===== config.mk =====
export PLATFORM = sky130hd
export DESIGN_NAME = mru_list_with_pinned_entries_core
export DESIGN_NICKNAME = d
export VERILOG_FILES = /design/src/sv/mrul_pkg.sv /design/src/sv/mrul_cell.sv /design/src/sv/mru_list_with_pinned_entries_core.sv
export SDC_FILE = /design/constraint.sdc
export NUM_CORES = 2
export LEC_CHECK = 0
export ABC_AREA = 0
export BUFFER_PORTS_ARGS = -buffer_cell sky130_fd_sc_hd__buf_2
export CAP_MARGIN = 5
export CORE_ASPECT_RATIO = 1.1
export CORE_MARGIN = 10
export CORE_UTILIZATION = 45
export CTS_CLUSTER_DIAMETER = 50
export DETAILED_ROUTE_END_ITERATION = 16
export MAX_ROUTING_LAYER = met4
export PLACE_DENSITY_LB_ADDON = 0.08
export SYNTH_ARGS = -nofsm -noshare
export SYNTH_HDL_FRONTEND = slang
export SYNTH_SLANG_ARGS = --single-unit

===== constraint.sdc =====
create_clock -name clock -period 7.7 [get_ports clock]
set_input_delay 1.54 -clock clock [delete_from_list [all_inputs] [get_ports clock]]
set_output_delay 1.54 -clock clock [all_outputs]
set_load 0.005 [all_outputs]

===== src/sv/mrul_pkg.sv =====
// ----------------------------------------------------------------------------
// MRU list package
// Types, codes and constants shared by the MRU list cells and the core.
// ----------------------------------------------------------------------------
package mrul_pkg;

   localparam int DEFAULT_LIST_DEPTH = 32;
   localparam int KEY_W = 32;
   localparam int TIME_W = 32;
   localparam int INDEX_W = 5;
   localparam int COUNT_OUT_W = 6;

   typedef enum logic [1:0] {
      OP_PUSH   = 2'd0,
      OP_TOGGLE = 2'd1,
      OP_CLEAR  = 2'd2,
      OP_READ   = 2'd3
   } op_type;

   typedef enum logic [2:0] {
      ST_IDLE,
      ST_SCAN,
      ST_APPLY,
      ST_SORT,
      ST_ROTATE,
      ST_RESPOND
   } state_type;

   typedef enum logic [2:0] {
      CELL_HOLD,
      CELL_CLEAR_LINK,
      CELL_SCAN,
      CELL_INSERT,
      CELL_TOGGLE,
      CELL_SORT,
      CELL_ROTATE
   } cell_op_type;

   typedef struct packed {
      logic [KEY_W-1:0]  key;
      logic [TIME_W-1:0] stamp;
      logic              pinned;
   } entry_type;

   typedef struct packed {
      cell_op_type      op;
      logic             parity;
      logic [KEY_W-1:0] key;
   } cell_cmd_type;

   typedef struct packed {
      logic found;
      logic pinned;
   } link_type;

   typedef struct packed {
      logic head;
      logic second;
      logic odd;
   } pos_type;

endpackage


===== src/sv/mrul_cell.sv =====
// ----------------------------------------------------------------------------
// MRU list cell
// Holds one list position, finds the first key match through a chain of
// match flags, and moves its entry to or from its neighbors on command.
// ----------------------------------------------------------------------------
module mrul_cell import mrul_pkg::*; (
   input  logic         clock,
   input  logic         reset,
   input  cell_cmd_type cmd,
   input  pos_type      pos,
   input  logic         live,
   input  logic         next_live,
   input  entry_type    prev_entry,
   input  entry_type    next_entry,
   input  link_type     link_prev,
   output entry_type    entry_out,
   output link_type     link_out
);

   entry_type entry_ff, entry_in;
   link_type  link_ff, link_in;
   logic      hit, first, upper_swap, lower_swap;

   always_comb begin
      hit = live && (entry_ff.key == cmd.key);
      first = hit && !link_ff.found;
      link_out.found = link_ff.found | hit;
      link_out.pinned = link_ff.pinned | (first & entry_ff.pinned);
      upper_swap = !pos.head && (pos.odd == cmd.parity) && next_live &&
                   !entry_ff.pinned && next_entry.pinned;
      lower_swap = !pos.head && !pos.second && (pos.odd != cmd.parity) && live &&
                   !prev_entry.pinned && entry_ff.pinned;
   end

   always_comb begin
      entry_in = entry_ff;
      link_in = link_ff;
      unique case (cmd.op)
         CELL_HOLD: begin
         end
         CELL_CLEAR_LINK: begin
            link_in = '0;
         end
         CELL_SCAN: begin
            link_in = link_prev;
         end
         CELL_INSERT: begin
            if (!link_ff.found) begin
               entry_in = prev_entry;
            end
         end
         CELL_TOGGLE: begin
            if (first) begin
               entry_in.pinned = !entry_ff.pinned;
            end
         end
         CELL_SORT: begin
            if (upper_swap) begin
               entry_in = next_entry;
            end else if (lower_swap) begin
               entry_in = prev_entry;
            end
         end
         CELL_ROTATE: begin
            entry_in = next_entry;
         end
         default: begin
         end
      endcase
   end

   always_ff @(posedge clock) begin
      entry_ff <= entry_in;
      if (reset) begin
         link_ff <= '0;
      end else begin
         link_ff <= link_in;
      end
   end

   assign entry_out = entry_ff;

endmodule


===== src/sv/mru_list_with_pinned_entries_core.sv =====
// ----------------------------------------------------------------------------
// MRU list with pinned entries
// Most-recent-first list kept in a row of cells; push, toggle, clear, read.
// ----------------------------------------------------------------------------
// Channel   Ports                          Handshake
// request   start, busy, req_*             beat taken when start and not busy
// response  rsp_strobe, rsp_*              one cycle per beat, never stalled
//
// A push runs a match scan down the cell chain, an insert and LIST_DEPTH odd-even
// sort rounds. A toggle runs the scan and a pin toggle, a read a full rotation of
// the chain, and a clear only zeroes the entry count. Reset empties the list; the
// response side cannot stall.
// ----------------------------------------------------------------------------
module mru_list_with_pinned_entries_core import mrul_pkg::*; #(
   parameter int LIST_DEPTH = DEFAULT_LIST_DEPTH
) (
   input  logic                   clock,
   input  logic                   reset,
   input  logic                   start,
   output logic                   busy,
   input  logic [1:0]             req_operation,
   input  logic [KEY_W-1:0]       req_entry_key,
   input  logic                   req_pin_request,
   input  logic [TIME_W-1:0]      req_entry_time,
   input  logic [TIME_W-1:0]      req_current_time,
   input  logic [INDEX_W-1:0]     req_read_index,
   output logic                   rsp_strobe,
   output logic [KEY_W-1:0]       rsp_out_key,
   output logic [TIME_W-1:0]      rsp_out_time,
   output logic                   rsp_out_pinned,
   output logic                   rsp_out_valid,
   output logic [COUNT_OUT_W-1:0] rsp_entry_count
);

   localparam int CW = $clog2(LIST_DEPTH);
   localparam int NW = $clog2(LIST_DEPTH + 1);
   localparam int IW = (NW > INDEX_W) ? NW : INDEX_W;

   state_type           state_ff, state_in;
   logic [CW-1:0]       step_ff, step_in;
   logic [NW-1:0]       count_ff, count_in;
   op_type              op_ff, op_in;
   logic [KEY_W-1:0]    key_ff, key_in;
   logic [TIME_W-1:0]   stamp_ff, stamp_in;
   logic                pin_ff, pin_in;
   logic [INDEX_W-1:0]  idx_ff, idx_in;
   entry_type           out_ff, out_in;
   logic                valid_ff, valid_in;

   cell_cmd_type        cmd;
   entry_type           new_entry;
   entry_type           entries [LIST_DEPTH];
   link_type            links [LIST_DEPTH];
   logic [LIST_DEPTH-1:0] live;
   logic                accept, step_last, found;

   assign accept = start && (state_ff == ST_IDLE);
   assign step_last = (step_ff == CW'(LIST_DEPTH - 1));
   assign found = links[LIST_DEPTH-1].found;

   always_comb begin
      new_entry.key = key_ff;
      new_entry.stamp = stamp_ff;
      new_entry.pinned = pin_ff | (found & links[LIST_DEPTH-1].pinned);
   end

   genvar gi;
   generate
      for (gi = 0; gi < LIST_DEPTH; gi++) begin : g_cell
         pos_type   pos;
         entry_type prev_e, next_e;
         link_type  lprev;
         logic      nlive;
         assign live[gi] = (NW'(gi) < count_ff);
         assign pos.head = (gi == 0);
         assign pos.second = (gi == 1);
         assign pos.odd = ((gi % 2) == 1);
         if (gi == 0) begin : g_head
            assign prev_e = new_entry;
            assign lprev = '0;
         end else begin : g_body
            assign prev_e = entries[gi-1];
            assign lprev = links[gi-1];
         end
         if (gi == LIST_DEPTH - 1) begin : g_tail
            assign next_e = entries[0];
            assign nlive = 1'b0;
         end else begin : g_inner
            assign next_e = entries[gi+1];
            assign nlive = live[gi+1];
         end
         mrul_cell u_cell (
            .clock      (clock),
            .reset      (reset),
            .cmd        (cmd),
            .pos        (pos),
            .live       (live[gi]),
            .next_live  (nlive),
            .prev_entry (prev_e),
            .next_entry (next_e),
            .link_prev  (lprev),
            .entry_out  (entries[gi]),
            .link_out   (links[gi])
         );
      end
   endgenerate

   always_comb begin
      state_in = state_ff;
      unique case (state_ff)
         ST_IDLE: begin
            if (start) begin
               unique case (op_type'(req_operation))
                  OP_PUSH, OP_TOGGLE: state_in = ST_SCAN;
                  OP_CLEAR: state_in = ST_RESPOND;
                  OP_READ: state_in = ST_ROTATE;
                  default: state_in = ST_RESPOND;
               endcase
            end
         end
         ST_SCAN: begin
            if (step_ff == CW'(LIST_DEPTH - 2)) begin
               state_in = ST_APPLY;
            end
         end
         ST_APPLY: begin
            state_in = (op_ff == OP_PUSH) ? ST_SORT : ST_RESPOND;
         end
         ST_SORT, ST_ROTATE: begin
            if (step_last) begin
               state_in = ST_RESPOND;
            end
         end
         ST_RESPOND: begin
            state_in = ST_IDLE;
         end
         default: begin
            state_in = ST_IDLE;
         end
      endcase
   end

   always_comb begin
      cmd.key = key_ff;
      cmd.parity = step_ff[0];
      unique case (state_ff)
         ST_IDLE: cmd.op = CELL_CLEAR_LINK;
         ST_SCAN: cmd.op = CELL_SCAN;
         ST_APPLY: cmd.op = (op_ff == OP_PUSH) ? CELL_INSERT : CELL_TOGGLE;
         ST_SORT: cmd.op = CELL_SORT;
         ST_ROTATE: cmd.op = CELL_ROTATE;
         ST_RESPOND: cmd.op = CELL_HOLD;
         default: cmd.op = CELL_HOLD;
      endcase
   end

   always_comb begin
      step_in = '0;
      count_in = count_ff;
      op_in = op_ff;
      key_in = key_ff;
      stamp_in = stamp_ff;
      pin_in = pin_ff;
      idx_in = idx_ff;
      out_in = out_ff;
      valid_in = valid_ff;
      if (accept) begin
         op_in = op_type'(req_operation);
         key_in = req_entry_key;
         stamp_in = (req_entry_time == '0) ? req_current_time : req_entry_time;
         pin_in = req_pin_request;
         idx_in = req_read_index;
         out_in = '0;
         valid_in = (op_type'(req_operation) == OP_READ) &&
                    (IW'(req_read_index) < IW'(count_ff));
         if (op_type'(req_operation) == OP_CLEAR) begin
            count_in = '0;
         end
      end
      if ((state_ff == ST_SCAN) || (state_ff == ST_SORT) || (state_ff == ST_ROTATE)) begin
         step_in = step_ff + CW'(1);
      end
      if ((state_ff == ST_SCAN) && (state_in != ST_SCAN)) begin
         step_in = '0;
      end
      if ((state_ff == ST_APPLY) && (op_ff == OP_PUSH) && !found &&
          (count_ff != NW'(LIST_DEPTH))) begin
         count_in = count_ff + NW'(1);
      end
      if ((state_ff == ST_ROTATE) && valid_ff && (IW'(step_ff) == IW'(idx_ff))) begin
         out_in = entries[0];
      end
   end

   always_ff @(posedge clock) begin
      if (reset) begin
         state_ff <= ST_IDLE;
         step_ff <= '0;
         count_ff <= '0;
      end else begin
         state_ff <= state_in;
         step_ff <= step_in;
         count_ff <= count_in;
      end
      op_ff <= op_in;
      key_ff <= key_in;
      stamp_ff <= stamp_in;
      pin_ff <= pin_in;
      idx_ff <= idx_in;
      out_ff <= out_in;
      valid_ff <= valid_in;
   end

   assign busy = (state_ff != ST_IDLE);
   assign rsp_strobe = (state_ff == ST_RESPOND);
   assign rsp_out_key = out_ff.key;
   assign rsp_out_time = out_ff.stamp;
   assign rsp_out_pinned = out_ff.pinned;
   assign rsp_out_valid = valid_ff;
   assign rsp_entry_count = COUNT_OUT_W'(count_ff);

   a_count_bound: assert property (@(posedge clock) disable iff (reset)
      count_ff <= NW'(LIST_DEPTH))
      else $error("entry count beyond list depth");

   a_strobe_after_work: assert property (@(posedge clock) disable iff (reset)
      rsp_strobe |-> $past(start || busy))
      else $error("response without an accepted beat");

   a_idle_after_strobe: assert property (@(posedge clock) disable iff (reset)
      rsp_strobe |=> !busy)
      else $error("core still busy after its response");

   a_valid_needs_entries: assert property (@(posedge clock) disable iff (reset)
      (rsp_strobe && rsp_out_valid) |-> (count_ff != '0))
      else $error("valid read from an empty list");

endmodule


* Yosys cells after proc, flatten, opt, wreduce, memory -nomap -nowiden
Cells that the tools add are included.
Widths: inputs -> output; s select.
** Word-level totals
- Flip-flop bits (word level) :: 2294
- Input bits :: 107
- Output and inout bits :: 74
- Word-level logic and storage cells :: 987
** Cells by class
- Add/subtract/negate cells :: 2
- $lt $le $gt $ge :: 33
- Eq/ne operators :: 145
- Multiplexer cells :: 232
- Bitwise operators :: 98
- Reduce and logical (&&, ||, !) cells :: 307
** Operators with widths (count)
- $mux 65 :: 93
- $pmux 64 s3 :: 31
- $eq 32x32->1 :: 32
- $logic_and 1x1->1 :: 161
- $pmux 64 s2 :: 1
- $pmux 1 s4 :: 31
- $pmux 2 s2 :: 31
- $reduce_and 4->1 :: 31
- $lt 5x6->1 const A :: 16
- $reduce_and 3->1 :: 31
- $ne 3x1->1 const B :: 30
- $ne 2x1->1 const B :: 34
- $logic_not 1->1 :: 64
- $or 1x1->1 :: 63
- $ne 2x2->1 const B :: 31
- $lt 4x6->1 const A :: 8
- $and 1x1->1 :: 33
- $logic_not 32->1 :: 1
- $mux 1 :: 32
- $mux 32 :: 1
- $lt 3x6->1 const A :: 4
- $mux 6 :: 3
- $eq 3x3->1 const B :: 5
- $mux 3 :: 5
- 26 further kinds :: 45

* Longest topological paths before layout
- Word-level depth :: 8
- Mapped depth :: 10
- Depth with buffers taken out :: 8

* By module
From an unflattened synthesis, not the netlist that was laid out.
** Second synthesis, totals
- Cells, all modules :: 7353
- Area total of the unflattened synthesis :: 120753.3 µm²
** By module, submodules not included
- mrul_cell (g_cell[0].u_cell ...) :: instances 30, cells each 216, area an instance 3579.7 µm², seq. area each 1991.9 µm²
- mrul_cell (g_cell[8].u_cell ...) :: instances 2, cells each 221, area an instance 3602.2 µm², seq. area each 1991.9 µm²
- mru_list_with_pinned_entries_core :: instances 1, cells each 431, area an instance 6158.4 µm², seq. area each 4424.2 µm²

* Worst setup path before layout
No wires, ideal clock.
- Path kind :: reg-to-reg
- Start :: register count_ff[1] (netlist: rsp_entry_count[1])
- End :: register g_cell[19].u_cell.entry_ff, in the netlist g_cell[19].u_cell.entry_out[10] (enable)
- Library setup time :: 0.581 ns
- Data arrival time :: 6.579 ns
- Data required time :: 7.119 ns
- Slack :: 0.539 ns
- Cell stages (with the launch flop) :: 9
- Buffers on the path :: 1
- Clock period less this slack :: 7.161 ns
- Cells stage by stage :: dfxtp_1 > clkbuf_1 > inv_1 > ha_1 > nor2b_2 > o21ai_0 > a2111oi_4 > nor2_1 > a211oi_1
** Between the ends
- Cells in the longest elaborated chain, start to end :: 6
- Elaborated cells between the ends (all ways) :: 10
- Those cells by class :: 2 x order compare; 1 x eq/ne; 7 x reduce/logical
** RTL lines
- start, declared :: line mru_list_with_pinned_entries_core.sv:41 : logic [NW-1:0] count_ff, count_in;
- start signal, assigned :: line mru_list_with_pinned_entries_core.sv:203 : count_ff <= count_in;
- $lt 5x6->1 :: line mru_list_with_pinned_entries_core.sv:74 : assign live[gi] = (NW'(gi) < count_ff);
- $logic_and 1x1->1, on equally long branches (2 in series) :: line mrul_cell.sv:31, mrul_cell.sv:29
- $logic_and 1x1->1, on equally long branches :: line mrul_cell.sv:32, mrul_cell.sv:30
- $ne 3x1->1 (no line) *
- $reduce_and 3->1 (no line) *
- end signal, assigned :: line mrul_cell.sv:73 : entry_ff <= entry_in;
- end, declared :: line mrul_cell.sv:20 : entry_type entry_ff, entry_in;
Mark *: on every way between the ends. The rest lies on a longest branch, timed or not.
A chain may end at the register's enable or synchronous reset.

* Worst setup path after layout
- Start :: register key_ff[19]
- End :: register g_cell[18].u_cell.entry_ff, in the netlist g_cell[18].u_cell.entry_out[0] (enable)
** Between the ends
- Cells in the longest elaborated chain, start to end :: 5
** RTL lines
- start, declared :: line mru_list_with_pinned_entries_core.sv:43 : logic [KEY_W-1:0] key_ff, key_in;
- start signal, assigned :: line mru_list_with_pinned_entries_core.sv:206 : key_ff <= key_in;
- $eq 32x32->1 :: line mrul_cell.sv:25 : hit = live && (entry_ff.key == cmd.key);
- $logic_and 1x1->1 :: line mrul_cell.sv:25
- $logic_and 1x1->1 :: line mrul_cell.sv:26 : first = hit && !link_ff.found;
- $ne 2x1->1 (no line)
- $reduce_and 4->1 (no line)
- end signal, assigned :: line mrul_cell.sv:73
- end, declared :: line mrul_cell.sv:20
No other way between the ends.

==> impl_metrics.ini <==
[clock_network]
clkLatencyLatePin_ns = 0.97
clockBufferDepth = 4
ctsHoldBuffers = 0
postCtsSetupRepairBufs = 0
cts-root-buf = clkbuf_16
ctsHtreeMaxLevel = 5
clk_pin_slew_ns = 0.06
cts_sinks = 2294
ctsResizeCount = 0
numCtsBuffers = 304
cts_tree = yes

[cells_and_area]
stdcell_area_sq_um = 124000
drive_gt1_share_pct = 35.7
area_growth_pct = 12.6
nets = 7616

[place]
place_area_sq_um = 115000
pre_cts_slack_ns = 3.43
io_buffer_count = 180
globalplace.congestion = 0.942
place_hpwl_microns = 266000

[timing]
relSlewSlack_pct = 12.4
max_freq_ghz = 0.236
period_share_pct = 54.9
final.setup.worst_slack_ns = 3.47
setup_tns_ns = 0
setup_viol = 0
worst_slew_pin_slew_ns = 1.30
fin_worst_skew_ns = 0.0699
hold_violations = 0
slew_viol_final = 0
fin_crit_ns = 4.23
rsz0062_at_grt = no

[critical_path]
required_ns = 8.31
end_kind = register
cp-start-kind = register
crit_family = simple AND/OR/NAND/NOR gates
crit_buf_inv = 2
arrival_ns = 4.84
worst_path_largest_cell_delay_ns = 0.89
cp_slowest_cell = nor4_1
crit_chain = buf_4, buf_4, xor2_1, nor4_1, nand3_1, nor4_1, o21bai_1, a211oi_1
path_class = register to register
critPathMaxFanout = 21

[yosys]
ys_seq_elements = 2294
syn_nets = 7381
netlist_instances = 7265
syn_avg_cell_area_sq_um = 15.2
synthArstFlopShare_pct = 0
synth.distinct_cells = 73
synth-edff-count = 2218
yosysSeqAreaShare_pct = 61.8
netlist_area_sq_um = 110000
yosys_warnings = 0
synthFlopType = edfxtp_1

[floorplanning]
initial_utilization_pct = 45.2
fp.dieW_microns = 492
rows = 190
design.core.area_sq_um = 244000
die_height_microns = 539
die-area_sq_um = 265000
io_pins = 181

[detailed_routing]
highest_layer = met4
wire_per_inst_microns = 34.1
vias = 65200
drcViolationCount = 0
ant_nets = 0
viasPerCell = 5.93
drt-initial-drc-count = 6419
wl_met1_microns = 142000
met3_length_microns = 18700
wl_met2_microns = 196000
firstDrtPassIters = 6
finalWirelength_microns = 374000

[power]
total_power_mw = 32.3
p_leak_nw = 41.8
ir_worst_vdd_mv = 0.227
power_density_nw_per_um2 = 261

[global_route]
grt_max_degree = 97
grt_pass1_vias = 66800
track_usage_pct = 28.0
grt_overflow_total = 0
grt_first_pass_wirelength_microns = 521000
grt_antenna_before_repair = 7

[min_path]
hp-class = register to register

[run]
cap_viol_max_count = 0

[run_status]
status = completed
==> synth_stat cells (all sizes together) (16+ instances only) <==
master,n,area (sq um)
a211oi,60,460
a21oi,127,696
nor3,78,395
mux2,1920,21600
xnor2,360,3150
nor4,198,1240
a21o,58,435
nor2,114,450
inv,38,143
dfxtp,76,1520
and2,71,444
clkbuf,84,315
edfxtp,2218,66600
buf,346,2380
o31a,16,140
nand2,455,1710
nand3,39,195
nand4,123,769
xor2,671,5880
o21ai,38,213
==> per-stage QoR <==
step	util, %	hold slack [ns]	instances
after global routing	50.9	0.498	11000
after CTS	50.9	0.478	11000
after global placement	47.0	0.460	10500
final	50.9	0.486	11000
after detailed placement	47.0	0.471	10500
after floorplan	-	0.443	7265
==> worst paths after layout <==
path / end / cells past startpoint / from / slack, ns
max: g_cell[18].u_cell.entry_out[0] / 8 / key_ff[19] / 3.47
min: g_cell[9].u_cell.link_ff[0] / 1 / g_cell[8].u_cell.link_ff[0] / 0.49
max reg2reg: g_cell[18].u_cell.entry_out[0] / 8 / key_ff[19] / 3.47
min reg2reg: g_cell[9].u_cell.link_ff[0] / 1 / g_cell[8].u_cell.link_ff[0] / 0.49
==> sequential cells by signal, indices dropped and copies added (netlist names) <==
name / count
g_cell.u_cell.entry_out: 2080
g_cell.u_cell.link_ff: 62
key_ff: 32
rsp_out_key: 32
rsp_out_time: 32
stamp_ff: 32
rsp_entry_count: 6
idx_ff: 5
step_ff: 5
state_ff: 3
op_ff: 2
pin_ff: 1
rsp_out_pinned: 1
rsp_out_valid: 1
==> layout make-up <==
class	count	area (sq um)
fillers	20700	120000
flip-flops and latches	2294	68100
multi-input cells	4503	39900
clock buffers	379	8130
well taps	3264	4080
repair buffers	359	2300
clock inverters	148	1410
inverters	38	143
diodes	3	7.51
==> routing by layer <==
metal,vias to the layer above,track usage [%]
met5,-,-
met4,0,11.3
met3,796,3.43
met2,2601,49.4
met1,33900,32.3
li1,27900,-
==> logic make-up after synthesis <==
group / count (synthesis) / synth area share (%)
flops: 2294 / 61.8
mux: 1920 / 19.6
simple gates: 1156 / 5.26
xor+xnor: 1031 / 8.19
buf+inv: 468 / 2.58
compound gates: 387 / 2.44
fa+ha+maj: 9 / 0.102
==> placed cells by master, fill, tap and decap left out, types with 13 or more instances in the layout <==
cell type and count:
nor3_1 76, o21ai_0 33, nor2_1 92, bufinv_16 20
xnor2_1 360, a211oi_1 38, inv_6 17, clkinvlp_4 16
a21o_1 57, nor3b_1 14, clkbuf_1 60, and2_1 70
mux2_2 1878, buf_2 181, mux2_1 42, nand3_1 39
a311oi_1 13, clkinv_4 14, nand4_1 123, a21oi_4 13
a211oi_4 20, clkbuf_16 312, xor2_1 671, inv_1 38
nor2_4 17, clkinv_2 33, clkinv_1 41, nand2_1 449
o31a_1 16, edfxtp_1 2218, buf_4 173, nor4_1 196
dfxtp_1 76, a21oi_1 114
==> power by group <==
group          switching, mW  internal (mW)  leakage (nW)  total [mW]
Sequential             0.743           14.7          21.0        15.4
Clock                   5.52           8.17          4.63        13.7
Combinational           1.89           1.35          16.2        3.24
Total                   8.15           24.2          41.8        32.3
No activity file was read; power rests on OpenSTA's default activity.
